## config.mk

```make
export PLATFORM = sky130hd
export DESIGN_NAME = mhpq_ctrl
export DESIGN_NICKNAME = d
export VERILOG_FILES = /design/src/hw/rtl/mhpq_pkg.sv /design/src/hw/rtl/mhpq_ctrl.sv
export SDC_FILE = /design/constraint.sdc
export NUM_CORES = 1
export LEC_CHECK = 0
export BUFFER_PORTS_ARGS = -buffer_cell sky130_fd_sc_hd__clkbuf_2
export CORE_AREA = 2 2 39 41
export DETAILED_ROUTE_END_ITERATION = 8
export DIE_AREA = 0 0 41 43
export PLACE_DENSITY = 0.73
export SYNTH_ARGS = -nofsm -noshare
export SYNTH_HDL_FRONTEND = slang
export SYNTH_SLANG_ARGS = --single-unit
```

## constraint.sdc

```tcl
create_clock -name clock -period 1.9 [get_ports clock]
set_input_delay 0.285 -clock clock [delete_from_list [all_inputs] [get_ports clock]]
set_output_delay 0.285 -clock clock [all_outputs]
set_load 0.01 [all_outputs]
```

## src/hw/rtl/mhpq_pkg.sv

```systemverilog
// ----------------------------------------------------------------------------
// mhpq_pkg
// types, constants and command codes of the max-heap priority queue
// ----------------------------------------------------------------------------
package mhpq_pkg;

   localparam int CAPACITY = 128;
   localparam int KEY_W    = 32;
   localparam int COUNT_W  = 8;
   localparam int ADDR_W   = $clog2(CAPACITY);
   localparam int IDX_W    = $clog2(CAPACITY + 1);
   localparam int CHILD_W  = IDX_W + 1;

   localparam logic [1:0] STATUS_OK    = 2'd0;
   localparam logic [1:0] STATUS_FULL  = 2'd1;
   localparam logic [1:0] STATUS_EMPTY = 2'd2;

   localparam logic ACTION_INSERT = 1'b0;
   localparam logic ACTION_REMOVE = 1'b1;

   typedef struct packed {
      logic                    action;
      logic signed [KEY_W-1:0] value;
   } req_type;

   typedef struct packed {
      logic [1:0]              status;
      logic signed [KEY_W-1:0] removed_value;
      logic signed [KEY_W-1:0] top_value;
      logic [COUNT_W-1:0]      entry_count;
   } rsp_type;

   typedef struct packed {
      logic ins_start;
      logic rej_full;
      logic rej_empty;
      logic rem_start;
      logic rem_last;
      logic up_read;
      logic up_move;
      logic dn_read;
      logic dn_move;
      logic wr_key;
      logic rsp_load;
   } cmd_type;

   typedef struct packed {
      logic full;
      logic empty;
      logic at_root;
      logic no_child;
      logic move_up;
      logic move_down;
   } dp_status_type;

endpackage

```

## src/hw/rtl/mhpq_ctrl.sv

```systemverilog
// ----------------------------------------------------------------------------
// mhpq_ctrl
// sequencer for insert and remove: sift up, sift down, result hand-off
// ----------------------------------------------------------------------------
module mhpq_ctrl import mhpq_pkg::*; (
   input  logic          clock,
   input  logic          reset,
   input  logic          req_valid,
   input  logic          req_action,
   output logic          req_stall,
   output logic          rsp_valid,
   input  logic          rsp_stall,
   input  dp_status_type dp_status,
   output cmd_type       cmd
);

   typedef enum logic [6:0] {
      ST_IDLE     = 7'b0000001,
      ST_REM_LAST = 7'b0000010,
      ST_UP_RD    = 7'b0000100,
      ST_UP_CMP   = 7'b0001000,
      ST_DN_RD    = 7'b0010000,
      ST_DN_CMP   = 7'b0100000,
      ST_FINISH   = 7'b1000000
   } state_type;

   state_type state_ff, state_in;
   logic      rsp_valid_ff, rsp_valid_in;

   always_comb begin
      state_in     = state_ff;
      cmd          = '0;
      rsp_valid_in = rsp_valid_ff && rsp_stall;
      case (state_ff)
         ST_IDLE: begin
            if (req_valid) begin
               if (req_action == ACTION_INSERT) begin
                  if (dp_status.full) begin
                     cmd.rej_full = 1'b1;
                     state_in     = ST_FINISH;
                  end else begin
                     cmd.ins_start = 1'b1;
                     state_in      = ST_UP_RD;
                  end
               end else begin
                  if (dp_status.empty) begin
                     cmd.rej_empty = 1'b1;
                     state_in      = ST_FINISH;
                  end else begin
                     cmd.rem_start = 1'b1;
                     state_in      = ST_REM_LAST;
                  end
               end
            end
         end
         ST_REM_LAST: begin
            // last entry now in hand; nothing to sift if the heap went empty
            cmd.rem_last = 1'b1;
            state_in     = dp_status.empty ? ST_FINISH : ST_DN_RD;
         end
         ST_UP_RD: begin
            if (dp_status.at_root) begin
               cmd.wr_key = 1'b1;
               state_in   = ST_FINISH;
            end else begin
               cmd.up_read = 1'b1;
               state_in    = ST_UP_CMP;
            end
         end
         ST_UP_CMP: begin
            if (dp_status.move_up) begin
               cmd.up_move = 1'b1;
               state_in    = ST_UP_RD;
            end else begin
               cmd.wr_key = 1'b1;
               state_in   = ST_FINISH;
            end
         end
         ST_DN_RD: begin
            if (dp_status.no_child) begin
               cmd.wr_key = 1'b1;
               state_in   = ST_FINISH;
            end else begin
               cmd.dn_read = 1'b1;
               state_in    = ST_DN_CMP;
            end
         end
         ST_DN_CMP: begin
            if (dp_status.move_down) begin
               cmd.dn_move = 1'b1;
               state_in    = ST_DN_RD;
            end else begin
               cmd.wr_key = 1'b1;
               state_in   = ST_FINISH;
            end
         end
         ST_FINISH: begin
            if (!rsp_valid_ff || !rsp_stall) begin
               cmd.rsp_load = 1'b1;
               rsp_valid_in = 1'b1;
               state_in     = ST_IDLE;
            end
         end
         default: begin
            state_in = ST_IDLE;
         end
      endcase
   end

   always_ff @(posedge clock) begin
      if (reset) begin
         state_ff     <= ST_IDLE;
         rsp_valid_ff <= 1'b0;
      end else begin
         state_ff     <= state_in;
         rsp_valid_ff <= rsp_valid_in;
      end
   end

   assign req_stall = (state_ff != ST_IDLE);
   assign rsp_valid = rsp_valid_ff;

endmodule

```

==> impl_metrics.tcl <==
set metrics [dict create \
    netlist_top_cells_area "dfxtp_1, nor2_1, o211ai_1, nor4_4, nand3_1" \
    core-area_um2 1380 \
    p_total_uw 494 \
    peakVddDrop_v 0.000331 \
    hp-class "in -> reg" \
    drive_above_1_share_pct 44.0 \
    drt-wirelength-per-cell_um 13.6 \
    yosysWarnings 0 \
    hold_viol_final 0 \
    crit_required_ns 1.62 \
    fin_skew_ns 0.00433 \
    p_int_uw 320 \
    die_w_um 41 \
    cpPeakStageDelay_ns 0.41 \
    setup_tns_ns 0 \
    overflow 0 \
    grt_usage_pct 20.2 \
    cts_hold_buf 0 \
    synthFlopType "dfxtp_1" \
    num_rows 14 \
    synth-async-reset-ratio_pct 0 \
    place_area_um2 703 \
    synth_cell_types 34 \
    path_class "reg -> out" \
    regArea_um2 166 \
    syn-num-nets 88 \
    io_pins 24 \
    p_per_area_nw_per_um2 647 \
    dp_cells 113 \
    slew_viol_final 0 \
    period_minus_slack_ns 1.87 \
    fin_cells 116 \
    synth_top_cell_by_area "dfxtp_1" \
    grt_pass1_vias 570 \
    synthCells 77 \
    synth_seq_area_share_pct 27.8 \
    cts_tree "done" \
    hold_slack_ns 0.218 \
    path_clk_slew_ns 0.06 \
    num_vias 670 \
    syn_to_final_growth_pct 32.3 \
    initial_utilization_pct 41.7 \
    drc 0 \
    post-route-util_pct 55.2 \
    dieArea_um2 1760 \
    cp.arrival_ns 1.58 \
    clkPwrFrac_pct 27.6 \
    first_iter_violations 40 \
    drv_cap 0 \
    dp_hpwl_um 1140 \
    worst_pin_slew_ns 0.357 \
    place_congestion 0.783 \
    dieHeight_um 43 \
    critPathSlowestCell "dfxtp_1" \
    fin_ws_ns 0.0326 \
    antenna_cells 0 \
    finalCritPeriodShare_pct 98.3 \
    wl_um 1580 \
    drt_pass1_iterations 4 \
    cp_max_fo 10 \
    synth_area_per_cell_um2 7.49 \
    fillers 138 \
    cts.sinks 8 \
    numPortBuffers 23 \
    cts_buffers 3 \
    grt_max_degree 11 \
    finalSetupViolCount 0 \
    path_cells "nor4_2 > nand3_1 > o211ai_1 > clkbuf_2" \
    cp-end-kind "output pin" \
    status "completed" \
    viasPerCell 5.78 \
    synth-edff-count 0 \
    synth.ff_latch_count 8 \
    syn-cell-area_um2 577 \
    slew_headroom_pct 76.2 \
    clock.fmax_ghz 0.535 \
    clk_latency_ns 0.26 \
    layout.nets 113 \
    netlist.area_leader.share_pct 27.8 \
    place_worst_setup_slack_ns 0.271 \
    start_kind "flop" \
    grt_antenna_before_repair 0 \
    pwr-share-seq_pct 39.9 \
    htree_levels 1 \
    swShare_pct 35.2 \
    p_leak_nw 0.346 \
    final_cell_area_um2 763 \
    p_sw_uw 174 \
    comb_power_share_pct 32.5 \
    rsz0062_at_grt "yes" \
    antenna_left 0 \
    clockBufferDepth 2 \
    grt_pass1_wl_um 2460 \
    multi_input_area_um2 405 \
    clockRootBuffer "clkbuf_4" \
    postCtsSetupRepairBufs 0 \
]
==> worst max-delay path: cells and delay by family (launching register included) <==
family	cells	cell delay, ns
AOI/OAI and AO/OA	1	0.25
DFF	1	0.41
buffers and inverters	1	0.18
and+or+nand+nor	2	0.47
==> cells by family after synthesis <==
family	count (synthesis)	synth area share (%)
and+or+nand+nor	42	41.4
DFF	8	27.8
buffers and inverters	10	7.37
xor gates and xnor gates	2	3.04
AOI/OAI and AO/OA	15	20.4
==> power by group through the flow <==
stage / Combinational, mW / Clock [mW] / Sequential (mW)
floorplan: 0.112 / 0 / 0.187
global placement: 0.150 / 0 / 0.196
detailed placement: 0.151 / 0 / 0.197
CTS: 0.154 / 0.137 / 0.195
global route: 0.178 / 0.143 / 0.198
finish: 0.160 / 0.136 / 0.197
==> flip-flops by register name, indices dropped and copies added (netlist names) <==
name and count:
rsp_valid 1, state_ff 7
==> per-layer routing <==
metal,wire (um),global-route usage [%],vias to the layer above
met1,687,26.9,303
met3,96,1.57,6
met5,0,0,-
met4,38,15.3,0
met2,757,28.4,29
li1,-,-,332
==> final timing paths <==
check        cells past startpoint          end  slack (ns)    startpoint
max reg2reg                      4  state_ff[2]        0.36   state_ff[0]
min                              2  state_ff[5]        0.22  dp_status[2]
max                              4       cmd[1]        0.03   state_ff[0]
min reg2reg                      2    rsp_valid        0.48     rsp_valid
==> cell usage in the layout (no fill, tap or decap), types with 3 or more instances in the layout <==
cell,Yosys,routed
nor2_1,14,13
dfxtp_1,8,5
nand3_1,4,3
nor3_1,4,3
clkbuf_4,0,3
o21ai_0,3,3
clkbuf_2,0,23
o211ai_1,3,3
nand2_1,4,4
nand4_1,3,3
inv_1,4,4
==> area by class of cell <==
cell class                      count  area share (%)
Clock buffer                        3            2.95
Tap cell                           16            2.62
Multi-Input combinational cell     59            53.1
Inverter                            5            2.46
Sequential cell                     8            21.8
Timing Repair Buffer               25            17.0
==> Yosys cell counts, types with 2 or more instances <==
cell,n
nor2_1,14
dfxtp_1,8
inv_1,4
nand2_1,4
nand3_1,4
nor3_1,4
clkbuf_1,3
nand4_1,3
o211ai_1,3
o21ai_0,3
a21oi_1,2
nor4_1,2
xor2_1,2
==> timing repair <==
item,4_1_cts,5_1_grt
endpoints found under the hold margin,0,0
pin swaps,0,3
resized for setup,1,9
endpoints found under the setup margin,1,7
Note: power is estimated with default switching activity, not from simulation.
